==> src/rtl/core/fpa_pkg.sv <==
`timescale 1ns / 1ps

package fpa_pkg;

    localparam int DATA_WIDTH = 32;
    localparam int FRAC_BITS  = 8;
    // dividend a * 2^FRAC_BITS in magnitude form
    localparam int DIV_WIDTH  = DATA_WIDTH + FRAC_BITS;
    localparam int FIFO_DEPTH = 4;
    localparam int FIFO_AW    = $clog2(FIFO_DEPTH);
    localparam int FIFO_CW    = $clog2(FIFO_DEPTH + 1);

    typedef enum logic [3:0] {
        FN_ADD      = 4'd0,
        FN_SUB      = 4'd1,
        FN_MUL      = 4'd2,
        FN_DIV      = 4'd3,
        FN_MIN      = 4'd4,
        FN_MAX      = 4'd5,
        FN_LT       = 4'd6,
        FN_GT       = 4'd7,
        FN_LE       = 4'd8,
        FN_GE       = 4'd9,
        FN_EQ       = 4'd10,
        FN_NE       = 4'd11,
        FN_INC      = 4'd12,
        FN_DEC      = 4'd13,
        FN_FROM_INT = 4'd14,
        FN_TO_INT   = 4'd15
    } func_t;

    typedef struct packed {
        logic [3:0]                   func;
        logic signed [DATA_WIDTH-1:0] operand_a;
        logic signed [DATA_WIDTH-1:0] operand_b;
    } in_t;

    typedef struct packed {
        logic signed [DATA_WIDTH-1:0] result_value;
        logic                         compare_flag;
        logic                         divide_by_zero;
    } out_t;

    typedef struct packed {
        logic is_div;
        logic div_zero;
    } kind_t;

    typedef struct packed {
        in_t   item;
        kind_t kind;
    } entry_t;

    typedef struct packed {
        logic                  is_div;
        logic                  dz;
        logic                  neg;
        logic                  cmp;
        logic [DATA_WIDTH-1:0] res;
        logic [DIV_WIDTH-1:0]  quo;
        logic [DATA_WIDTH-1:0] rem;
        logic [DATA_WIDTH-1:0] dvs;
    } stage_t;

endpackage

==> src/rtl/core/fpa_fifo.sv <==
`timescale 1ns / 1ps

module fpa_fifo (
    input  logic            aclk,
    input  logic            aresetn,
    input  logic            push,
    input  fpa_pkg::entry_t push_data,
    output logic            full,
    input  logic            pop,
    output logic            empty,
    output fpa_pkg::entry_t head
);

    fpa_pkg::entry_t                 mem_reg [fpa_pkg::FIFO_DEPTH];
    logic [fpa_pkg::FIFO_AW-1:0]     wr_ptr_reg, wr_ptr_next;
    logic [fpa_pkg::FIFO_AW-1:0]     rd_ptr_reg, rd_ptr_next;
    logic [fpa_pkg::FIFO_CW-1:0]     cnt_reg, cnt_next;
    logic                            do_push, do_pop;

    assign full    = (cnt_reg == fpa_pkg::FIFO_CW'(fpa_pkg::FIFO_DEPTH));
    assign empty   = (cnt_reg == '0);
    assign do_push = push && !full;
    assign do_pop  = pop && !empty;
    assign head    = mem_reg[rd_ptr_reg];

    always_comb begin
        wr_ptr_next = wr_ptr_reg;
        rd_ptr_next = rd_ptr_reg;
        cnt_next    = cnt_reg;
        if (do_push) begin
            wr_ptr_next = (wr_ptr_reg == fpa_pkg::FIFO_AW'(fpa_pkg::FIFO_DEPTH - 1))
                          ? '0 : wr_ptr_reg + 1'b1;
        end
        if (do_pop) begin
            rd_ptr_next = (rd_ptr_reg == fpa_pkg::FIFO_AW'(fpa_pkg::FIFO_DEPTH - 1))
                          ? '0 : rd_ptr_reg + 1'b1;
        end
        if (do_push && !do_pop) begin
            cnt_next = cnt_reg + 1'b1;
        end else if (!do_push && do_pop) begin
            cnt_next = cnt_reg - 1'b1;
        end
    end

    always_ff @(posedge aclk) begin
        if (!aresetn) begin
            wr_ptr_reg <= '0;
            rd_ptr_reg <= '0;
            cnt_reg    <= '0;
        end else begin
            wr_ptr_reg <= wr_ptr_next;
            rd_ptr_reg <= rd_ptr_next;
            cnt_reg    <= cnt_next;
        end
    end

    always_ff @(posedge aclk) begin
        if (do_push) begin
            mem_reg[wr_ptr_reg] <= push_data;
        end
    end

endmodule

==> config.mk <==
export PLATFORM = sky130hd
export DESIGN_NAME = fpa_fifo
export DESIGN_NICKNAME = d
export VERILOG_FILES = /design/src/rtl/core/fpa_pkg.sv /design/src/rtl/core/fpa_fifo.sv
export SDC_FILE = /design/constraint.sdc
export NUM_CORES = 1
export LEC_CHECK = 0
export ABC_AREA = 1
export BUFFER_PORTS_ARGS = -buffer_cell sky130_fd_sc_hd__buf_2
export CAP_MARGIN = 20
export CORE_ASPECT_RATIO = 1.5
export CORE_MARGIN = 5
export CORE_UTILIZATION = 55
export DETAILED_ROUTE_END_ITERATION = 6
export PLACE_DENSITY = 0.81
export SYNTH_ARGS = -nofsm -noshare
export SYNTH_HDL_FRONTEND = slang
export SYNTH_SLANG_ARGS = --single-unit
==> constraint.sdc <==
create_clock -name aclk -period 5.1 [get_ports aclk]
set_clock_uncertainty 0.05 [all_clocks]
set_input_delay 0.51 -clock aclk [delete_from_list [all_inputs] [get_ports aclk]]
set_output_delay 0.51 -clock aclk [all_outputs]
set_load 0.02 [all_outputs]
; Word-level counts from Yosys, hierarchy flattened
; Memory sizes are Yosys's and may differ from the RTL's. A register that Yosys moved wholly into a read port is not among the register bits.
; Index checks and enable logic that the tools add are counted.
[word_totals]
ramBits = 280
reg_bits = 7
latch_bits = 0
n_memories = 1
input_bits = 74
mem_bits_ro = 0
elab_cells = 29
[mem_list]
columns = memory, words, width, rd, rd_ports_with_merged_regs, write_ports, line_no
row1 = mem_reg, 4, 70, 1, 1, 1, fpa_fifo.sv:14  ; fpa_pkg::entry_t mem_reg [fpa_pkg::FIFO_DEPTH];
[op_classes]
n_reduce_logical = 10
eq_ne = 3
n_bitwise = 0
shifts = 0
n_mux = 8
addsub = 4
n_mul = 0
div = 0
order_cmp = 0
[op_table]
columns = op, count
row1 = $mux W2, 4
row2 = $mux W3, 2
row3 = $add A2 B1 Y2 const B, 2
row4 = $eq A2 B2 Y1 const B, 2
row5 = $logic_and A1 B1 Y1, 4
row6 = $logic_not A1 Y1, 4
row7 = $add A3 B1 Y3 const B, 1
row8 = $eq A3 B3 Y1 const B, 1
row9 = $logic_not A3 Y1, 1
row10 = $sub A3 B1 Y3 const B, 1
row11 = $mux W1, 2
row12 = $reduce_bool A2 Y1, 1

; Logic depth before layout (Yosys ltp)
[logic_depth]
ltp_word = 7
depth_mapped = 13

; Worst setup path after synthesis
; OpenSTA, ideal clock, no wires.
[synth_timing]
kind = register to register
start = register cnt_reg[1] (netlist bit)
end = memory mem_reg[0][0] (netlist bit), enable pin
period_less_slack_ns = 4.161
stages_incl_launch_ff = 5
n_path_buf = 0
slack_ns = 0.939
arrival_time_ns = 3.612
required_time_ns = 4.551
path_cell_list = dfxtp_1 nor2_1 nand2_1 nand2_1 nor2_1
[synth_between]
elab_chain_len = 5
[synth_lines]
columns = element, line_no
row1 = start: declaration, fpa_fifo.sv:17  ; logic [fpa_pkg::FIFO_CW-1:0] cnt_reg, cnt_next;
row2 = start signal: assignment, fpa_fifo.sv:53  ; cnt_reg <= cnt_next;
row3 = $eq A3 B3 Y1, fpa_fifo.sv:20  ; assign full = (cnt_reg == fpa_pkg::FIFO_CW'(fpa_pkg::FIFO_DEPTH));
row4 = $logic_not A1 Y1, fpa_fifo.sv:22  ; assign do_push = push && !full;
row5 = $logic_and A1 B1 Y1, fpa_fifo.sv:22
row6 = $mux W1, fpa_fifo.sv:58  ; if (do_push) begin
row7 = $mux W1 (not written as such), fpa_fifo.sv:59  ; mem_reg[wr_ptr_reg] <= push_data;
row8 = end: declaration, fpa_fifo.sv:14
; Every way passes these cells.

==> reports/metrics.yaml <==
outcome:
  status: "complete, no violations"
floorplanning:
  die_y_um: 187
  fp.dieArea_um2: 23900
  start_util: 0.561
  ios: 146
  core_region_area_um2: 20400
  num_rows: 64
  die_x_um: 128
route:
  drt_first_pass_iters: 5
  via_count: 6538
  drc: 0
  final_antenna_net_count: 0
  via_per_inst: 5.58
  drt-total-wl_um: 22300
  routedWlPerCell_um: 19.0
  first_iter_violations: 598
layout:
  nets: 970
  areaGrowthSynthToFinish_pct: 15.0
  nFillCells: 1411
  largest_reg_flops: 280
  fin_area_um2: 13200
  fin_cells: 1172
  utilization: 0.645
  antenna-diode-count: 0
  layout-drive-gt1-share: 0.312
global_routing:
  antenna_found_initial: 5
  grt-ovfl-total: 0
  grt_pass1_vias: 6498
  grt_max_degree: 95
  grtUsageTotal: 0.183
  grt_pass1_wl_um: 34600
critical_path:
  worstPathRequired_ns: 4.54
  crit_type: "flip-flop to output port"
  start_kind: "flip-flop"
  max_stage_delay_ns: 0.75
  worstPathArrival_ns: 2.89
  path_max_fanout: 94
  critPathCaptureType: "output port"
  path_cells: "inv_6 -> buf_4 -> nor2_1 -> o22ai_1 -> buf_2"
  rrSetupSlack_ns: 2.68
  crit_slowest_cell: "inv_6"
timing:
  slew-limit-headroom: 0.293
  final.min_clock_period_ns: 3.45
  maxSlewViolCount: 0
  tightest_slew_ns: 1.06
  setup-tns-final_ns: 0
  rsz0062_at_grt: "no"
  worst_slack_ns: 1.65
  finalCritPeriodShare: 0.677
  holdWs_ns: 0.159
  final_hold_viol_count: 0
  finalSetupViolCount: 0
  fmax_mhz: 290
pwr:
  p_sw_frac: 0.341
  pwr-share-comb: 0.305
  p_leak_nw: 4.58
  p_total_mw: 7.03
  p_sw_mw: 2.40
  internal-power_mw: 4.63
  vdd_drop_max_v: 0.000326
  seqPwrFrac: 0.428
  pwr_density_cell_nw_per_um2: 534
  p_clk_frac: 0.267
synthesis:
  ys.flop_type: "edfxtp_1"
  synth_top_cell_area_share: 0.734
  synth_top_area_cell: "edfxtp_1"
  synth_edf_count: 280
  ys_types: 21
  synth_area_leaders: "edfxtp_1 (73%), o21ai_0 (4.9%), o22ai_2 (4.4%), nor2_4 (3.9%), nor2_1 (3.8%)"
  synth.avg_cell_area_um2: 15.3
  ys_seq_area_frac: 0.750
  synthTopCellsByCount: "edfxtp_1 (280), nor2_1 (115), o21ai_0 (112)"
  async_flop_share: 0
  yosys_register_bits: 289
  yosysWarningCount: 0
  synth_nets: 829
  syn_inst: 748
  yosysMostFrequentCell: "edfxtp_1"
  syn-cell-area_um2: 11400
cts:
  cts-htree-levels: 1
  clock-sinks: 289
  cts_setup_buffers: 0
  root_buffer: "clkbuf_16"
  cts_resized: 0
  clock_latency_ns: 0.51
  clk_pin_slew_ns: 0.07
  cts_tree: "built"
  cts_buffer_depth: 3
  hold_buffers: 0
  cts_buffers: 25
job:
  maxCapViolCount: 0
placement:
  portBuffers: 145
  dp_hpwl_um: 13100
  placedCellCount: 1125
  gp_congestion: 0.748
  preCtsSetupSlack_ns: 2.22
  placed_cell_area_um2: 12300
hold_path:
  hold_class: "input port to flip-flop"
## per-layer routing
metal / global-route usage / share of wire / vias up
met4: 0.0515 / 0.023 / 10
met1: 0.222 / 0.36 / 3212
met2: 0.319 / 0.54 / 198
li1: - / - / 3070
met5: 0 / 0.0025 / -
met3: 0.0498 / 0.074 / 48
## cell families after synthesis
| kind of cell | after synthesis | share of synthesized area |
|---|---|---|
| fa+ha+maj | 7 | 0.00831 |
| compound gates | 215 | 0.123 |
| simple gates | 174 | 0.0840 |
| buf+inv | 63 | 0.0340 |
| flops | 289 | 0.750 |
## worst max-delay path: cells and delay by family (launching register included)
family | cells | cell delay, ns
buffers and inverters | 3 | 1.39
AO/OA/AOI/OAI | 1 | 0.25
flip-flops | 1 | 0.54
AND/OR/NAND/NOR | 1 | 0.07
## power by group through the flow
stage          clock, mW  combinational [mW]  sequential [mW]
3_3_place_gp           0                2.12             3.05
2_1_floorplan          0                1.58             3.03
3_5_place_dp           0                2.17             3.06
6_report            1.88                2.15             3.01
4_1_cts             1.91                2.18             3.01
5_1_grt             2.01                2.33             3.04
## final cells by class
type | count | area (um2) | share of cell area
Sequential cell | 289 | 8590 | 0.652
Multi-Input combinational cell | 396 | 2500 | 0.190
Timing Repair Buffer | 158 | 843 | 0.0640
Clock buffer | 33 | 666 | 0.0505
Tap cell | 264 | 330 | 0.0251
Clock inverter | 13 | 160 | 0.0122
Inverter | 19 | 76.3 | 0.00580
## path summary, 6_finish.rpt
check | startpoint | endpoint | cells after the start
hold reg to reg | cnt_reg[0] | cnt_reg[0] | 2
setup reg to reg | cnt_reg[1] | mem_reg[3][24] | 6
setup / recovery | flip-flop | head[24] | 5
hold / removal | push_data[37] | mem_reg[0][37] | 1
## layout by cell type, fill, tap and decap left out, types with 2 or more instances in the layout
cell,n
nor2_4,44
edfxtp_1,280
clkinv_1,2
o22ai_2,40
o21ai_0,112
clkbuf_16,25
clkinv_2,4
nor2_1,111
o22ai_1,30
buf_2,145
clkbuf_1,7
clkinv_4,2
bufinv_16,3
buf_4,12
o21ai_1,30
ha_1,6
nand2_1,15
a21oi_1,3
inv_1,17
dfxtp_1,7
inv_6,2
nand3_1,2
Note: power is estimated with default switching activity, not from simulation.
