==> src/rtl/core/fpa_pkg.sv <==
`timescale 1ns / 1ps

package fpa_pkg;

    localparam int DATA_WIDTH = 32;
    localparam int FRAC_BITS  = 8;
    // dividend a * 2^FRAC_BITS in magnitude form
    localparam int DIV_WIDTH  = DATA_WIDTH + FRAC_BITS;
    localparam int FIFO_DEPTH = 4;
    localparam int FIFO_AW    = $clog2(FIFO_DEPTH);
    localparam int FIFO_CW    = $clog2(FIFO_DEPTH + 1);

    typedef enum logic [3:0] {
        FN_ADD      = 4'd0,
        FN_SUB      = 4'd1,
        FN_MUL      = 4'd2,
        FN_DIV      = 4'd3,
        FN_MIN      = 4'd4,
        FN_MAX      = 4'd5,
        FN_LT       = 4'd6,
        FN_GT       = 4'd7,
        FN_LE       = 4'd8,
        FN_GE       = 4'd9,
        FN_EQ       = 4'd10,
        FN_NE       = 4'd11,
        FN_INC      = 4'd12,
        FN_DEC      = 4'd13,
        FN_FROM_INT = 4'd14,
        FN_TO_INT   = 4'd15
    } func_t;

    typedef struct packed {
        logic [3:0]                   func;
        logic signed [DATA_WIDTH-1:0] operand_a;
        logic signed [DATA_WIDTH-1:0] operand_b;
    } in_t;

    typedef struct packed {
        logic signed [DATA_WIDTH-1:0] result_value;
        logic                         compare_flag;
        logic                         divide_by_zero;
    } out_t;

    typedef struct packed {
        logic is_div;
        logic div_zero;
    } kind_t;

    typedef struct packed {
        in_t   item;
        kind_t kind;
    } entry_t;

    typedef struct packed {
        logic                  is_div;
        logic                  dz;
        logic                  neg;
        logic                  cmp;
        logic [DATA_WIDTH-1:0] res;
        logic [DIV_WIDTH-1:0]  quo;
        logic [DATA_WIDTH-1:0] rem;
        logic [DATA_WIDTH-1:0] dvs;
    } stage_t;

endpackage

==> src/rtl/core/fpa_front.sv <==
`timescale 1ns / 1ps

module fpa_front (
    input  fpa_pkg::in_t    in_item,
    output fpa_pkg::entry_t out_entry
);

    // classify: flag divide and divide by zero for the back end
    always_comb begin
        out_entry.item          = in_item;
        out_entry.kind.is_div   = (fpa_pkg::func_t'(in_item.func) == fpa_pkg::FN_DIV);
        out_entry.kind.div_zero = out_entry.kind.is_div
                                  && (in_item.operand_b == '0);
    end

endmodule

==> config.mk <==
export PLATFORM = sky130hd
export DESIGN_NAME = fpa_front
export DESIGN_NICKNAME = d
export VERILOG_FILES = /design/src/rtl/core/fpa_pkg.sv /design/src/rtl/core/fpa_front.sv
export SDC_FILE = /design/constraint.sdc
export NUM_CORES = 1
export LEC_CHECK = 0
export BUFFER_PORTS_ARGS = -buffer_cell sky130_fd_sc_hd__buf_2
export CORE_MARGIN = 5
export CORE_UTILIZATION = 22
export DETAILED_ROUTE_END_ITERATION = 12
export PLACE_DENSITY = 0.79
export SYNTH_ARGS = -nofsm -noshare
export SYNTH_HDL_FRONTEND = slang
export SYNTH_SLANG_ARGS = --single-unit
==> constraint.sdc <==
create_clock -name vclk -period 0.8
set_clock_uncertainty 0.05 [all_clocks]
set_input_delay 0.12 -clock vclk [all_inputs]
set_output_delay 0.12 -clock vclk [all_outputs]
set_load 0.01 [all_outputs]
# Yosys cells after proc, flatten, opt, wreduce, memory -nomap -nowiden
# Cells that the tools add are included.
# Widths: inputs -> output; s select.
# op_classes
eq_ne,1
reduce_logical,2
# op_table
operator,n
$logic_not 32->1,1
$eq 4x2->1 const B,1
$logic_and 1x1->1,1
# totals
reg_bits,0
inputBits,68
word_cells,3

# Depth between registers and ports, before layout
# Gate-level depths: netlist of run 1.
# depth
ltp_word,2
ltp_mapped,3

# Worst setup path after synthesis of run 1
# No wires, ideal clock.
# synth_timing
kind,input port to output port
from,input port in_item[66] (netlist bit)
to,output port out_entry[0] (netlist bit)
arrival_ns,0.781
setup_slack_ns,-0.151
stages,3
cell_sequence,and4bb_1 nand3_1 nor3_2
# synth_rtl
item,line_no,rtl
"start, declared",fpa_front.sv:4,"input fpa_pkg::in_t in_item,"
"end, declared",fpa_front.sv:5,output fpa_pkg::entry_t out_entry

==> results.yml, run 1 <==
worst_hold_path:
  hold_path_depth: 0
  hold_path.class: "primary input to output port"
  min_to: "out_entry[41]"
  hold_start: "in_item[39]"
global_routing:
  track_usage_pct: 6.81
  grt_antenna_before_repair: 0
  grt_start_max_net_pins: 3
  gr-total-overflow: 0
  grt_pass1_wl_um: 2390
  grt_pass1_vias: 495
power:
  clkPwrFrac_pct: 0
  seq_power_share_pct: 0
  p_per_area_mw_per_mm2: 516
  p_leak_nw: 0.343
  pwr-share-comb_pct: 100.0
  switching_share_pct: 48.7
  internal_power_uw: 176
  p_sw_uw: 167
  fin_total_pwr_uw: 343
  ir_worst_vdd_v: 0.000225
sta:
  max_freq_mhz: 923
  fin_crit_sh_pct: 135
  worst_pin_slew_ns: 0.229
  layout_setup_ws_ns: -0.283
  setup_viol: 1
  max_slew_margin_pct: 84.6
  slew_viol_final: 0
  rsz0062_at_grt: "yes"
  tns_ns: -0.283
  period_needed_ns: 1.08
  finalHoldViolations: 0
floorplan:
  fp.dieW_um: 63.8
  io_pins: 138
  rows: 19
  dieArea_mm2: 0.00406
  initial_utilization_pct: 23.0
  dieHeight_um: 63.8
  core_mm2: 0.00276
status:
  status: "finished, violations left"
  violations: "negative setup slack"
synthesis:
  synthesis.instances: 81
  syn_area_per_cell_um2: 7.85
  seq_area_frac_synth_pct: 0
  ys_types: 8
  syn-cell-area_um2: 636
  yosysWarningCount: 0
  syn_nets: 149
clocking:
  cts_hold_buf: 0
  cts_setup_buffers: 0
layout:
  drive_above_1_share_pct: 95.5
  nets: 158
  final_cell_mix: "66 x buf_2, 6 x nor4_4, 6 x buf_6, 2 x nor4_2, 2 x buf_8"
  n_sequential_cell: 0
  n_antenna_cell: 0
  fill_cells: 314
  multi_input_area_um2: 190
  ff_latch_area_um2: 0
  final_common_cell: "buf_2"
  final_util_pct: 24.1
  syn_to_final_growth_pct: 4.53
  clkbuf_count: 0
setup_path:
  crit_required_ns: 0.63
  slowest_stage: "nor4_4"
  crit_path_start_kind: "primary input"
  crit_path_max_fanout: 2
  cpPeakStageDelay_ns: 0.26
  path_buf_inv: 2
  worstPathArrival_ns: 0.91
  cp-end-kind: "output port"
  crit_chain: "buf_2 -> nor4_4 -> nand4_1 -> nor3_2 -> buf_2"
  path_delay_family: "simple AND/OR/NAND/NOR gates"
  crit_type: "primary input to output port"
  crit_top_cell: "buf_2"
job:
  max-cap-violations: 0
placed_design:
  gp_congestion: 0.561
  dp_hpwl_um: 1390
  place.port_buffers: 74
detailed_routing:
  vias: 485
  wl_per_cell_um: 12.9
  drtIter0Drc: 5
  routed_wl_um: 1540
  drt_first_pass_iters: 2
  drc: 0
  vias_per_cell: 4.08
  drtAntennaViolNets: 0
## through the flow
step	worst slack [ns]	cells	hold WS, ns	instance area [um^2]
floorplan	-0.0835	81	0.282	653
global placement	-0.410	119	0.190	559
detailed placement	-0.426	119	0.190	559
CTS	-0.320	119	0.190	639
global route	-0.387	119	0.190	664
finish	-0.283	119	0.190	664
## Yosys cell counts, drive strengths merged
cell | count | area share [%]
nor4 | 8 | 14
buf | 68 | 80
nor3 | 1 | 1.6
nand4 | 1 | 0.98
nand3 | 1 | 0.79
and4bb | 1 | 2.0
nand2 | 1 | 0.59
## power by group through the flow
stage | clock, mW | combinational [mW] | sequential (mW)
after detailed placement | 0 | 0.294 | 0
after global placement | 0 | 0.289 | 0
after CTS | 0 | 0.334 | 0
final | 0 | 0.343 | 0
after global routing | 0 | 0.373 | 0
after floorplan | 0 | 0.367 | 0
## routing by layer
layer / global-route usage, % / part of all wire [%]
met2: 12.8 / 52
met3: 2.80 / 17
met5: 0 / 0
met1: 6.62 / 27
met4: 2.34 / 3.6
## what timing repair did
action                                  in CTS  in global routing
gates resized for setup                     13                  4
endpoints found under the hold margin        0                  0
endpoints found under the setup margin       2                  2
pin swaps                                    8                  2
## worst max-delay path by stage
stage | startpoint | endpoint | slack [ns] | cells after the start
after floorplan | in_item[1] | out_entry[0] | -0.08 | 3
after detailed placement | in_item[9] | out_entry[0] | -0.43 | 5
after global routing | in_item[13] | out_entry[0] | -0.39 | 5
after global placement | in_item[9] | out_entry[0] | -0.41 | 5
final | in_item[3] | out_entry[0] | -0.28 | 5
after CTS | in_item[14] | out_entry[0] | -0.32 | 5
## cell families after synthesis
group	Yosys count	share of synthesized area (%)
AND/OR/NAND/NOR	13	19.7
buffers and inverters	68	80.3
## layout make-up
class / count / share of cell area, %
multi-input combinational: 13 / 28.6
tap: 31 / 5.84
timing repair buffer: 75 / 65.5
Note: power is estimated with default switching activity, not from simulation.
==> inputs of run 2 (changes only) <==
- CORE_MARGIN: 5 -> 4
==> run 2 against run 1 <==
- the run still ends with negative setup slack left
- global-route usage shrank 0.76 points
- cell area fell by 4.3%
- die area shrank 6.2%
- wire length decreased by 0.85%
- critical endpoint unchanged
- largest power group unchanged
==> results.yml, run 2 (same netlist as run 1, synthesis figures left out) <==
setup_path:
  crit_path_start_kind: "primary input"
  crit_required_ns: 0.63
  crit_type: "primary input to output port"
  crit_path_max_fanout: 2
  cp-end-kind: "output port"
  worstPathArrival_ns: 0.89
sta:
  finalHoldViolations: 0
  tns_ns: -0.262
  fin_crit_sh_pct: 132
  slew_viol_final: 0
  layout_setup_ws_ns: -0.257
  worst_pin_slew_ns: 0.214
  max_slew_margin_pct: 85.6
  period_needed_ns: 1.06
  rsz0062_at_grt: "yes"
  setup_viol: 2
  max_freq_mhz: 946
detailed_routing:
  drt_first_pass_iters: 2
  drtAntennaViolNets: 0
  drc: 0
  wl_per_cell_um: 12.9
  drtIter0Drc: 3
  routed_wl_um: 1520
  vias: 462
  vias_per_cell: 3.92
power:
  fin_total_pwr_uw: 325
  p_leak_nw: 0.333
  p_per_area_mw_per_mm2: 511
  ir_worst_vdd_v: 0.000176
global_routing:
  track_usage_pct: 6.05
  grt_pass1_wl_um: 1750
  gr-total-overflow: 0
  grt_start_max_net_pins: 3
  grt_pass1_vias: 402
  grt_antenna_before_repair: 0
layout:
  nets: 157
  n_antenna_cell: 0
  ff_latch_area_um2: 0
  stdcell_area_um2: 636
  drive_above_1_share_pct: 95.4
  final_cell_mix: "66 x buf_2, 7 x buf_6, 4 x nor4_2, 4 x nor4_4"
  n_sequential_cell: 0
  clkbuf_count: 0
  syn_to_final_growth_pct: 0
  final_common_cell: "buf_2"
floorplan:
  rows: 19
  core_mm2: 0.00276
  initial_utilization_pct: 23.0
  dieHeight_um: 61.8
  dieArea_mm2: 0.00381
  fp.dieW_um: 61.8
  io_pins: 138
placed_design:
  gp_congestion: 0.580
  place.port_buffers: 74
  placed_area_um2: 552
  place_ws_ns: -0.420
status:
  status: "finished, violations left"
  violations: "negative setup slack"
job:
  max-cap-violations: 0
worst_hold_path:
  hold_path.class: "primary input to output port"
clocking:
  cts_hold_buf: 0
  cts_setup_buffers: 0
-- run 2: changes by cell type in the layout (fill, tap and decap cells not counted) --
cell / before / now
buf_6: 6 / 7
nor4_2: 2 / 4
buf_8: 2 / 1
buf_4: 1 / 0
nor4_4: 6 / 4
-- run 2: per-stage QoR --
stage / hold WS [ns] / instances / util, %
floorplan: 0.282 / 81 / -
global placement: 0.190 / 118 / 20.0
detailed placement: 0.190 / 118 / 20.0
CTS: 0.190 / 118 / 22.7
global route: 0.190 / 118 / 23.0
finish: 0.190 / 118 / 23.0
-- run 2: metal layers --
metal / global-route usage [%] / vias to the layer above / part of all wire (%)
met4: 2.42 / 0 / 2.9
met5: 0 / - / 0
met1: 5.67 / 195 / 24
met3: 1.45 / 10 / 20
li1: - / 211 / -
met2: 12.3 / 46 / 52
-- run 2: repair_timing --
action	4_1_cts	5_1_grt
gates resized for setup	12	2
setup endpoints to repair	2	2
pin swaps	10	2
-- run 2: final cells by class --
class	count	area [um^2]
Tap cell	31	38.8
Fill cell	317	2120
Timing Repair Buffer	74	424
Multi-Input combinational cell	13	173
-- run 2: worst max-delay path: stages --
cell	delay, ns
buf_6	0.09
and4bb_1	0.28
nand3_1	0.10
nor3_2	0.15
buf_2	0.14
-- run 2: path summary, 6_finish.rpt --
kind                    start            end  cells after the start
setup / recovery  in_item[66]   out_entry[0]                      5
hold / removal    in_item[34]  out_entry[36]                      0
-- run 2: report_power, final --
part,total [mW],internal (mW),switching (mW)
Clock,0,0,0
Combinational,0.325,0.168,0.156
Sequential,0,0,0
Total,0.325,0.168,0.156
==> inputs of run 3 (changes only) <==
- CELL_PAD_IN_SITES_DETAIL_PLACEMENT: not set -> 1
- CELL_PAD_IN_SITES_GLOBAL_PLACEMENT: not set -> 1
- CORE_UTILIZATION: 22 -> 12
- PLACE_DENSITY: 0.79 -> not set
- PLACE_DENSITY_LB_ADDON: not set -> 0.1
==> run 3 against run 2 <==
- via count grew 5.2%
- wire length increased by 15%
- critical path type unchanged
- sequential share of layout area is the same
- the run still ends with negative setup slack left
==> results.yml, run 3 (same netlist as run 1, synthesis figures left out) <==
floorplan:
  dieHeight_um: 80.8
  initial_utilization_pct: 12.4
  dieArea_mm2: 0.00653
  core_mm2: 0.00511
  rows: 26
  fp.dieW_um: 80.8
  io_pins: 138
global_routing:
  grt_pass1_wl_um: 2260
  grt_pass1_vias: 489
  grt_antenna_before_repair: 0
  use_met1_pct: 3.84
  busiest_layer: "met2"
  use_met3_pct: 1.44
  grt_use_met2_pct: 8.53
  gr-total-overflow: 0
  track_usage_pct: 4.18
  grt_start_max_net_pins: 3
setup_path:
  worstPathArrival_ns: 0.97
  crit_required_ns: 0.63
  cp-end-kind: "output port"
  crit_type: "primary input to output port"
  crit_path_max_fanout: 2
  crit_path_start_kind: "primary input"
sta:
  max_slew_margin_pct: 82.9
  max_freq_mhz: 881
  worst_pin_slew_ns: 0.254
  finalHoldViolations: 0
  slew_viol_final: 0
  setup_viol: 1
  rsz0062_at_grt: "yes"
  layout_setup_ws_ns: -0.335
  tns_ns: -0.335
  fin_crit_sh_pct: 142
  period_needed_ns: 1.14
layout:
  n_antenna_cell: 0
  final_cells: 158
  drive_above_1_share_pct: 93.2
  nets: 158
  stdcell_area_um2: 654
  n_sequential_cell: 0
  ff_latch_area_um2: 0
  clkbuf_count: 0
  final_common_cell: "buf_2"
  syn_to_final_growth_pct: 2.95
  final_cell_mix: "68 x buf_2, 6 x buf_6, 3 x nor4_2, 3 x nor4_4, 2 x nor4_1"
status:
  status: "finished, violations left"
  violations: "negative setup slack"
detailed_routing:
  drtIter0Drc: 2
  wl_per_cell_um: 11.1
  drc: 0
  drt_first_pass_iters: 2
  drtAntennaViolNets: 0
  vias_per_cell: 3.08
  routed_wl_um: 1750
  vias: 486
placed_design:
  place.port_buffers: 74
  dp_hpwl_um: 1660
  placed_area_um2: 608
  place_inst: 158
  gp_congestion: 0.553
clocking:
  cts_setup_buffers: 0
  cts_hold_buf: 0
power:
  p_per_area_mw_per_mm2: 484
  p_leak_nw: 0.330
  ir_worst_vdd_v: 0.0000730
job:
  max-cap-violations: 0
worst_hold_path:
  hold_path.class: "primary input to output port"
run 3: cell count changes in the layout (fill, tap and decap cells not counted):
cell    previous run  this run
nor4_1             0         2
nor4_2             4         3
buf_4              0         1
nor4_4             4         3
buf_6              7         6
buf_2             66        68
buf_8              1         0
run 3: final cells by class:
class                           count  area (um^2)
Multi-Input combinational cell     13          151
Timing Repair Buffer               75          415
Fill cell                         638         4450
Tap cell                           70         87.6
run 3: layer usage:
| layer | wire, um | vias to the layer above |
|---|---|---|
| met4 | 29 | 0 |
| met1 | 470 | 208 |
| met3 | 384 | 8 |
| li1 | - | 214 |
| met2 | 867 | 56 |
| met5 | 0 | - |
run 3: critical path, stage by stage:
cell,delay [ns]
buf_6,0.10
nor4_4,0.27
nand4_1,0.16
nor3_2,0.17
buf_2,0.15
run 3: timing repair:
item	CTS	global route
endpoints found under the setup margin	2	2
pin swaps	5	3
resized for setup	6	1
cloned	0	0
run 3: final timing paths:
kind	startpoint	end	slack (ns)	cells after the start
max	in_item[30]	out_entry[0]	-0.34	5
min	in_item[33]	out_entry[35]	0.19	0
run 3: where the power goes:
part | internal, mW | switching [mW]
registers | 0 | 0
logic | 0.161 | 0.156
clock network | 0 | 0
run 3: per-stage QoR:
step | setup slack (ns) | hold slack [ns] | total power [mW] | util (%)
floorplan | -0.0835 | 0.282 | 0.367 | -
CTS | -0.426 | 0.190 | 0.321 | 12.7
finish | -0.335 | 0.190 | 0.317 | 12.8
detailed placement | -0.456 | 0.190 | 0.300 | 11.9
global route | -0.480 | 0.190 | 0.344 | 12.8
global placement | -0.454 | 0.190 | 0.300 | 11.9
